$ cat src/design/ppc_pkg.sv
// Shared types and constants for the proximity point clustering block.
// No dependencies; every other file of the block depends on this package.
package ppc_pkg;

	// default sizing, used as the defaults of the top level parameters
	localparam int MAX_POINTS_DEF = 64;
	localparam int COORD_BITS_DEF = 12;

	// join distance register
	localparam int JOIN_BITS = 12;
	localparam logic [JOIN_BITS-1:0] JOIN_RESET = 12'd192;
	localparam int LIMIT_BITS = 2 * JOIN_BITS;

	// result label field
	localparam int GROUP_ID_BITS = 6;
	localparam int GROUP_ID_MAX = 63;

	// sequencer states
	typedef enum logic [2:0] {
		ST_IDLE,
		ST_SQR,
		ST_HIT,
		ST_WALK,
		ST_DONE
	} ppc_state_t;

	// strobes broadcast from the sequencer to every cell
	typedef struct packed {
		logic sq_en;
		logic hit_en;
		logic wr_en;
	} ppc_ctrl_t;

endpackage

$ cat src/design/ppc_cell.sv
// One cell of the point store: holds one point and its group label, tests it
// against the current point and folds its hit into the group search chain.
// Depends on ppc_pkg.
module ppc_cell #(
	parameter int IDX        = 0,
	parameter int COORD_BITS = ppc_pkg::COORD_BITS_DEF,
	parameter int CW         = 7,
	parameter int LW         = 6
) (
	input  logic                        clk,
	input  logic                        arst_n,
	input  ppc_pkg::ppc_ctrl_t          ctrl,
	input  logic [COORD_BITS-1:0]       px,
	input  logic [COORD_BITS-1:0]       py,
	input  logic [ppc_pkg::LIMIT_BITS-1:0] limit,
	input  logic [CW-1:0]               count,
	input  logic [CW-1:0]               wr_ptr,
	input  logic [LW-1:0]               wr_grp,
	input  logic                        prev_found,
	input  logic [LW-1:0]               prev_best,
	output logic                        found,
	output logic [LW-1:0]               best
);
	import ppc_pkg::*;

	localparam int SQ_BITS  = 2 * COORD_BITS;
	localparam int SUM_BITS = SQ_BITS + 1;
	localparam int CMP_BITS = (SUM_BITS > LIMIT_BITS) ? SUM_BITS : LIMIT_BITS;

	logic [COORD_BITS-1:0] sx_q, sy_q;
	logic [LW-1:0]         grp_q;
	logic [COORD_BITS-1:0] dx, dy;
	logic [SQ_BITS-1:0]    dxsq_s1, dysq_s1;
	logic [SUM_BITS-1:0]   dsq;
	logic                  entry_valid;
	logic                  hit_s2;
	logic                  take;
	logic                  found_q;
	logic [LW-1:0]         best_q;

	// entry holds a point while its index is below the fill count
	assign entry_valid = CW'(IDX) < count;

	// absolute coordinate differences
	assign dx = (px > sx_q) ? (px - sx_q) : (sx_q - px);
	assign dy = (py > sy_q) ? (py - sy_q) : (sy_q - py);

	// square the differences
	always_ff @(posedge clk) begin
		if (ctrl.sq_en) begin
			dxsq_s1 <= SQ_BITS'(dx) * SQ_BITS'(dx);
			dysq_s1 <= SQ_BITS'(dy) * SQ_BITS'(dy);
		end
	end

	// sum and compare against the squared join distance
	assign dsq = SUM_BITS'(dxsq_s1) + SUM_BITS'(dysq_s1);

	always_ff @(posedge clk or negedge arst_n) begin
		if (!arst_n) begin
			hit_s2 <= 1'b0;
		end else if (ctrl.hit_en) begin
			hit_s2 <= entry_valid && (CMP_BITS'(dsq) < CMP_BITS'(limit));
		end
	end

	// fold this cell into the lowest-group search and hand it on
	assign take = hit_s2 && (!prev_found || (grp_q < prev_best));

	always_ff @(posedge clk or negedge arst_n) begin
		if (!arst_n) begin
			found_q <= 1'b0;
			best_q  <= '0;
		end else begin
			found_q <= prev_found | hit_s2;
			best_q  <= take ? grp_q : prev_best;
		end
	end

	assign found = found_q;
	assign best  = best_q;

	// store the point when the write pointer selects this cell
	always_ff @(posedge clk) begin
		if (ctrl.wr_en && (wr_ptr == CW'(IDX))) begin
			sx_q  <= px;
			sy_q  <= py;
			grp_q <= wr_grp;
		end
	end

endmodule

$ cat config.mk
export PLATFORM = sky130hd
export DESIGN_NAME = ppc_cell
export DESIGN_NICKNAME = d
export VERILOG_FILES = /design/src/design/ppc_pkg.sv /design/src/design/ppc_cell.sv
export SDC_FILE = /design/constraint.sdc
export NUM_CORES = 1
export LEC_CHECK = 0
export BUFFER_PORTS_ARGS = -buffer_cell sky130_fd_sc_hd__buf_2
export CORE_UTILIZATION = 50
export DETAILED_ROUTE_END_ITERATION = 10
export GPL_TIMING_DRIVEN = 0
export PLACE_DENSITY = 0.68
export SKIP_LAST_GASP = 1
export SLEW_MARGIN = 20
export SYNTH_ARGS = -nofsm -noshare
export SYNTH_HDL_FRONTEND = slang
export SYNTH_SLANG_ARGS = --single-unit
export TNS_END_PERCENT = 10
$ cat constraint.sdc
create_clock -name clk -period 11.65 [get_ports clk]
set_clock_uncertainty 0.05 [all_clocks]
set_input_delay 1.165 -clock clk [delete_from_list [all_inputs] [get_ports clk]]
set_output_delay 1.165 -clock clk [all_outputs]
set_load 0.005 [all_outputs]
## Yosys cells after proc, flatten, opt, wreduce, memory -nomap -nowiden

Cells that the tools add are included.
Widths: inputs -> output; s select.

- Output and inout port bits: 7
- Register bits: 86
- Word-level logic and storage cells: 30
- Input port bits: 80

- Reduce and logical (&&, ||, !) cells: 6
- Bitwise logic cells: 1
- Add/sub/neg operators: 5
- Mux-type cells: 3
- $mul: 2
- $lt $le $gt $ge: 5

Operator list:

| cell | number |
|---|---|
| $mul 12x12->24 | 2 |
| $sub 12x12->12 | 4 |
| $add 24x24->25 | 1 |
| $lt 25x24->1 | 1 |
| $gt 12x12->1 | 2 |
| $mux 12 | 2 |
| $logic_not 7->1 | 1 |
| $lt 1x7->1 const A | 1 |
| $lt 6x6->1 | 1 |
| $mux 6 | 1 |
| $logic_and 1x1->1 | 3 |
| $logic_not 1->1 | 1 |
| $logic_or 1x1->1 | 1 |
| $or 1x1->1 | 1 |

## Longest topological paths before layout

Gate-level depths: netlist (run 1).

- Depth after elaboration: 4
- Depth in mapped cells: 34
- Gate-level depth less buffers: 32

## Least setup slack after synthesis (run 1)

Ideal clock, no wire load.

- Kind: input -> register
- Start: in px[0]
- End: reg dxsq_s1[23], data pin
- Arrival: 8.504 ns
- Stages: 29
- Setup time: 0.261 ns
- Setup slack: 2.835 ns
- Required time: 11.339 ns
- Path buffers: 0
- Cell sequence: inv_1 -> ha_1 -> fa_1 -> nand3b_2 -> a211o_1 -> nand2_4 -> o21ai_4 -> mux2_4 -> or4_1 -> and3b_1 -> or3_1 -> or2_2 -> fa_1 -> inv_1 -> fa_1 -> fa_1 -> fa_1 -> inv_1 -> fa_1 -> inv_1 -> ha_1 -> a21oi_1 -> a21boi_0 -> a41oi_1 -> a21oi_1 -> a2111oi_0 -> o21a_1 -> o21ai_0 -> xnor2_1

- Word-level cells in the longest chain between the ends: 3
- Elaborated cells on any way between the ends: 5
- Classes of those cells: add/sub: 2; mul: 1; order compare: 1; mux: 1

Ends and longest elaborated chain:

| what | RTL line | source |
|---|---|---|
| start, declared | ppc_cell.sv:13 | `input logic [COORD_BITS-1:0] px,` |
| $sub 12x12->12 or $gt 12x12->1 (tied branches) | ppc_cell.sv:45 | `assign dx = (px > sx_q) ? (px - sx_q) : (sx_q - px);` |
| $mux 12 (*) | ppc_cell.sv:45 |  |
| $mul 12x12->24 (*) | ppc_cell.sv:51 | `dxsq_s1 <= SQ_BITS'(dx) * SQ_BITS'(dx);` |
| end signal, assigned | ppc_cell.sv:51 |  |
| end, declared | ppc_cell.sv:33 | `logic [SQ_BITS-1:0] dxsq_s1, dysq_s1;` |

Every way passes the cells marked *; elsewhere a longest branch is shown, timed or not.
A chain may end at the register's enable or synchronous reset.

## Worst setup path in the final report (run 1)

- Start: in px[7]
- End: reg dxsq_s1[23], data pin

The elaborated chain is that of the path after synthesis.

==> impl_metrics.ini, run 1 <==
[route]
drt_wl_total_mm = 28.58
drtPass1Iterations = 5
via_per_inst = 5.244
wl_per_cell_um = 14.16
drt-initial-drc-count = 555
route.vias.total = 10590
ant_nets = 0
post-route-drc-count = 0

[cells_and_area]
antenna_cells = 0
layout-drive-gt1-share_pct = 9.168
nets = 2096
areaGrowthSynthToFinish_pct = 8.989

[setup_path]
worst_setup_path_start_kind = input port
max_stage_delay_ps = 690
r2r_cells = 30
crit_family = adder cells
path_max_fanout = 10
cp.depth = 32
critPathLaunch = px[7]
cp.required_ps = 11700
cp-endpoint = dxsq_s1[23]
r2r_start = sx_q[7]
path_buf_inv = 9
rrSetupSlack_ps = 2580
cp-end-kind = flip-flop
r2r_end = dxsq_s1[23]
critical_path_class = input port to flip-flop
arrival_ps = 9650
cp_slowest_cell = xor2_1

[synth]
seq_area_frac_synth_pct = 17.68
synth.area.top_cells = fa_1 (24%), ha_1 (19%), edfxtp_1 (16%), inv_1 (9.3%), nor2_1 (4.2%)
ys_ff_latch = 84
yosys-top-cells-count = inv_1 (348), ha_1 (209), fa_1 (165), nor2_1 (158), edfxtp_1 (76)
synth.avg_cell_area_um2 = 9.096
syn_area_mm2 = 0.01404
yosysUniqueCellTypes = 72
synthCells = 1544
synth_nets = 1998
synth_top_area_cell = fa_1
synth_edf_count = 76
synthArstFlopShare_pct = 9.524
ys.flop_type = edfxtp_1
synth_top_area_share_pct = 23.52
synth_most_common_cell = inv_1
ys_warn_count = 0

[sta]
setup_tns_ps = 0
timing.fmax_mhz = 104.1
finalCritPeriodShare_pct = 82.42
setup_violations = 0
slew_headroom_pct = 30.96
final_max_slew_viol_count = 0
rsz0062_at_grt = false
tightestPinTransition_ps = 1028
period_needed_ps = 9602
hold_violations = 0

[clock_tree]
hold_buffers = 0
cts_tree = yes
clock_path_buffers = 2
htreeDepth = 3
cts_sinks = 84
clk_pin_slew_ps = 60
cts_inserted_buffers = 9
post-cts-setup-buffer-count = 0
cts_resized = 0
clkLatencyLatePin_ps = 360
root_buffer = clkbuf_16

[grt]
gr-total-overflow = 0
grt_pass1_vias = 10840
grt_max_degree = 47
grt_pass1_wl_mm = 49.63
grt_usage_pct = 21.46
antenna_found_initial = 0

[place]
io_buffers = 86
gp_congestion = 0.8984
place_hpwl_mm = 24.17

[die]
start_util_pct = 51.53
die_y_um = 169.6
die_area_mm2 = 0.02876
rows = 60
die-width_um = 169.6
coreArea_mm2 = 0.02725
ioPinCount = 87

[run_status]
outcome = finished clean

[hold_path]
hold_path_class = flip-flop to flip-flop

[flow_run]
drv_cap = 0
## cells by family after synthesis
group | Yosys count | synth area share (%)
muxes | 20 | 1.559
buffers and inverters | 385 | 10.43
adders and majority gates | 374 | 42.14
xor gates and xnor gates | 75 | 4.677
AOI/OAI and AO/OA | 230 | 10.74
and+or+nand+nor | 376 | 12.77
DFF | 84 | 17.68
## through the flow
stage	setup slack [ps]	cells	util, %	hold WS, ps	cell area [um2]
2_1_floorplan	2835	1544	-	410.3	14040
3_3_place_gp	1896	2002	54.82	441.2	14940
3_5_place_dp	1832	2003	54.93	453.8	14970
4_1_cts	2166	2019	56.16	473.3	15300
5_1_grt	1520	2019	56.17	490.2	15310
6_report	2048	2019	56.17	468.7	15310
## per-layer routing
| layer | GRT usage [%] | vias up | part of all wire, % |
|---|---|---|---|
| li1 | - | 5193 | - |
| met1 | 29.68 | 5147 | 47 |
| met2 | 35.73 | 230 | 47 |
| met3 | 3.055 | 18 | 4.7 |
| met4 | 4.465 | 0 | 0.98 |
| met5 | 0 | - | 0 |
## registers in the layout (all words and copies together), names as in the netlist
register	flops
best	6
found	1
sy_q	12
grp_q	6
hit_s2	1
dysq_s1	23
sx_q	12
dxsq_s1	23
## final cells by class
type / count / area [um2]
Multi-Input combinational cell: 1075 / 10100
Buffer: 33 / 143.9
Clock inverter: 5 / 82.58
Timing Repair Buffer: 87 / 460.4
Tap cell: 372 / 465.4
Inverter: 352 / 1321
Clock buffer: 11 / 252.7
Sequential cell: 84 / 2482
Fill cell: 2469 / 11950
## layout by cell type, fill, tap and decap left out, drive strengths merged, types with 8 or more instances in the layout
master	n
mux2i	8
nand2	58
dfrtp	8
buf	94
nor2	159
a31oi	14
nor2b	17
nand4	9
ha	209
nand2b	32
and2	8
or2	18
o21a	21
mux2	12
nand3	20
xor2	17
and3	12
o211ai	10
fa	165
nor3	23
clkbuf	37
xnor2	58
edfxtp	76
inv	351
a21o	24
o21ai	40
a21oi	67
## worst min-delay path by stage
stage                   from       to  cells past startpoint
global placement      hit_s2    found                      1
global route        grp_q[2]  best[2]                      1
finish              grp_q[5]  best[5]                      1
CTS                 grp_q[1]  best[1]                      1
floorplan             hit_s2    found                      1
detailed placement  grp_q[5]  best[5]                      1
Power of run 1 is left out: the tool's default activity adds up to more than one toggle a clock period on the data nets, which glitch-free logic cannot reach.
==> run 2, diff against run 1 <==
- clock period: 11.65 -> 9.6 ns (I/O delays scaled with it)
==> run 2 against run 1 <==
Compared with the run above:
- core utilization increased by 0.13 points
- routed wire length increased by 0.26%
- setup slack got worse by 1600 ps
- sequential cell count unchanged
- die area unchanged
- via count about the same
- first-iteration DRC count increased by 8.6%
- global-route usage unchanged
- final area increased by 0.24%
- final cell count about the same
- sequential share of layout area about the same
- count of clock-buffer cells in the layout unchanged
==> impl_metrics.ini, run 2 (synthesis gave the netlist of run 1 again) <==
[clock_tree]
root_buffer = clkbuf_16
cts_sinks = 84
clock_path_buffers = 2
post-cts-setup-buffer-count = 0
cts_tree = yes
clkLatencyLatePin_ps = 360
htreeDepth = 3
clk_pin_slew_ps = 60
cts_inserted_buffers = 9

[route]
drt-initial-drc-count = 603
via_per_inst = 5.242
route.vias.total = 10580
drtPass1Iterations = 5
wl_per_cell_um = 14.20
post-route-drc-count = 0
drt_wl_total_mm = 28.66
ant_nets = 0

[setup_path]
cp_slowest_cell = xnor2_1
arrival_ps = 9210
max_stage_delay_ps = 790
crit_top_cell = fa_1
critical_path_class = input port to flip-flop
cp-end-kind = flip-flop
worst_setup_path_start_kind = input port
cp.required_ps = 9650
path_max_fanout = 9

[sta]
slew_headroom_pct = 29.05
finalCritPeriodShare_pct = 95.46
setup_violations = 0
rsz0062_at_grt = true
period_needed_ps = 9164
tightestPinTransition_ps = 1057
hold_violations = 0
final_max_slew_viol_count = 0
setup_tns_ps = 0
timing.fmax_mhz = 109.1

[cells_and_area]
layout_commonest_cell = inv_1
areaGrowthSynthToFinish_pct = 9.248
reg_top3 = dxsq_s1: 23 flops, dysq_s1: 23 flops
final_cell_mix = inv_1 (348), ha_1 (209), fa_1 (165)
layout-drive-gt1-share_pct = 9.599
antenna_cells = 0
final_util_pct = 56.30
nets = 2095

[die]
rows = 60
die_area_mm2 = 0.02876
die-width_um = 169.6
ioPinCount = 87
start_util_pct = 51.53
die_y_um = 169.6
coreArea_mm2 = 0.02725

[place]
gp_congestion = 0.8984
place_hpwl_mm = 24.17
io_buffers = 86

[grt]
gr-total-overflow = 0
grt_pass1_vias = 10840
grt_max_degree = 47
grt_pass1_wl_mm = 49.63
antenna_found_initial = 0
grt_usage_pct = 21.46

[run_status]
outcome = finished clean

[flow_run]
drv_cap = 0

[hold_path]
hold_path_class = input port to async pin
## run 2: changes by cell type in the layout (fill, tap and decap cells not counted), sizes merged
cell / previous run / this run
clkbuf: 37 / 36
## run 2: layer usage
layer,up-vias,track usage (%),share of wire (%),routed length (um)
met3,18,3.055,4.7,1342
met5,-,0,0,0
li1,5186,-,-,-
met2,234,35.73,47,13380
met1,5140,29.68,48,13640
met4,0,4.465,1.0,292
## run 2: path summary, 6_finish.rpt
| check | depth (start not counted) | endpoint | slack, ps | startpoint |
|---|---|---|---|---|
| setup / recovery | 31 | dxsq_s1[23] | 440 | px[0] |
| hold / removal | 1 | best[5] | 400 | arst_n |
| setup reg to reg | 29 | dxsq_s1[23] | 780 | sx_q[0] |
| hold reg to reg | 1 | best[5] | 470 | grp_q[5] |
| max in group asynchronous | 1 | hit_s2 | 8920 | arst_n |
| min in group clk | 1 | best[5] | 470 | grp_q[5] |
## run 2: critical path: cells and delay by family
| kind | cells | cell delay [ps] |
|---|---|---|
| xor gates and xnor gates | 2 | 930 |
| buffers and inverters | 6 | 630 |
| and+or+nand+nor | 5 | 970 |
| AOI/OAI and AO/OA | 10 | 2320 |
| adders and majority gates | 8 | 3400 |
## run 2: layout make-up
cell class / instances / area [um2]
clock inverters: 5 / 82.58
well taps: 372 / 465.4
flip-flops and latches: 84 / 2482
repair buffers: 87 / 460.4
fillers: 2465 / 11910
multi-input cells: 1075 / 10130
inverters: 352 / 1321
clock buffers: 11 / 252.7
plain buffers: 32 / 142.6
## run 2: timing repair
| action | 4_1_cts | 5_1_grt |
|---|---|---|
| hold buffers | 0 | 0 |
| setup endpoints to repair | 0 | 5 |
| resized for setup | 0 | 9 |
## run 2: stage by stage
stage,instance area (um2),std cells,hold WS (ps),setup WS [ps]
after floorplan,14040,1544,410.3,989.9
after global placement,14940,2002,441.2,50.90
after detailed placement,14970,2003,453.8,-13.05
after CTS,15300,2019,399.2,320.7
after global routing,15340,2018,408.8,-30.06
final,15340,2018,398.6,435.6
Power of run 2 is left out for the same reason.
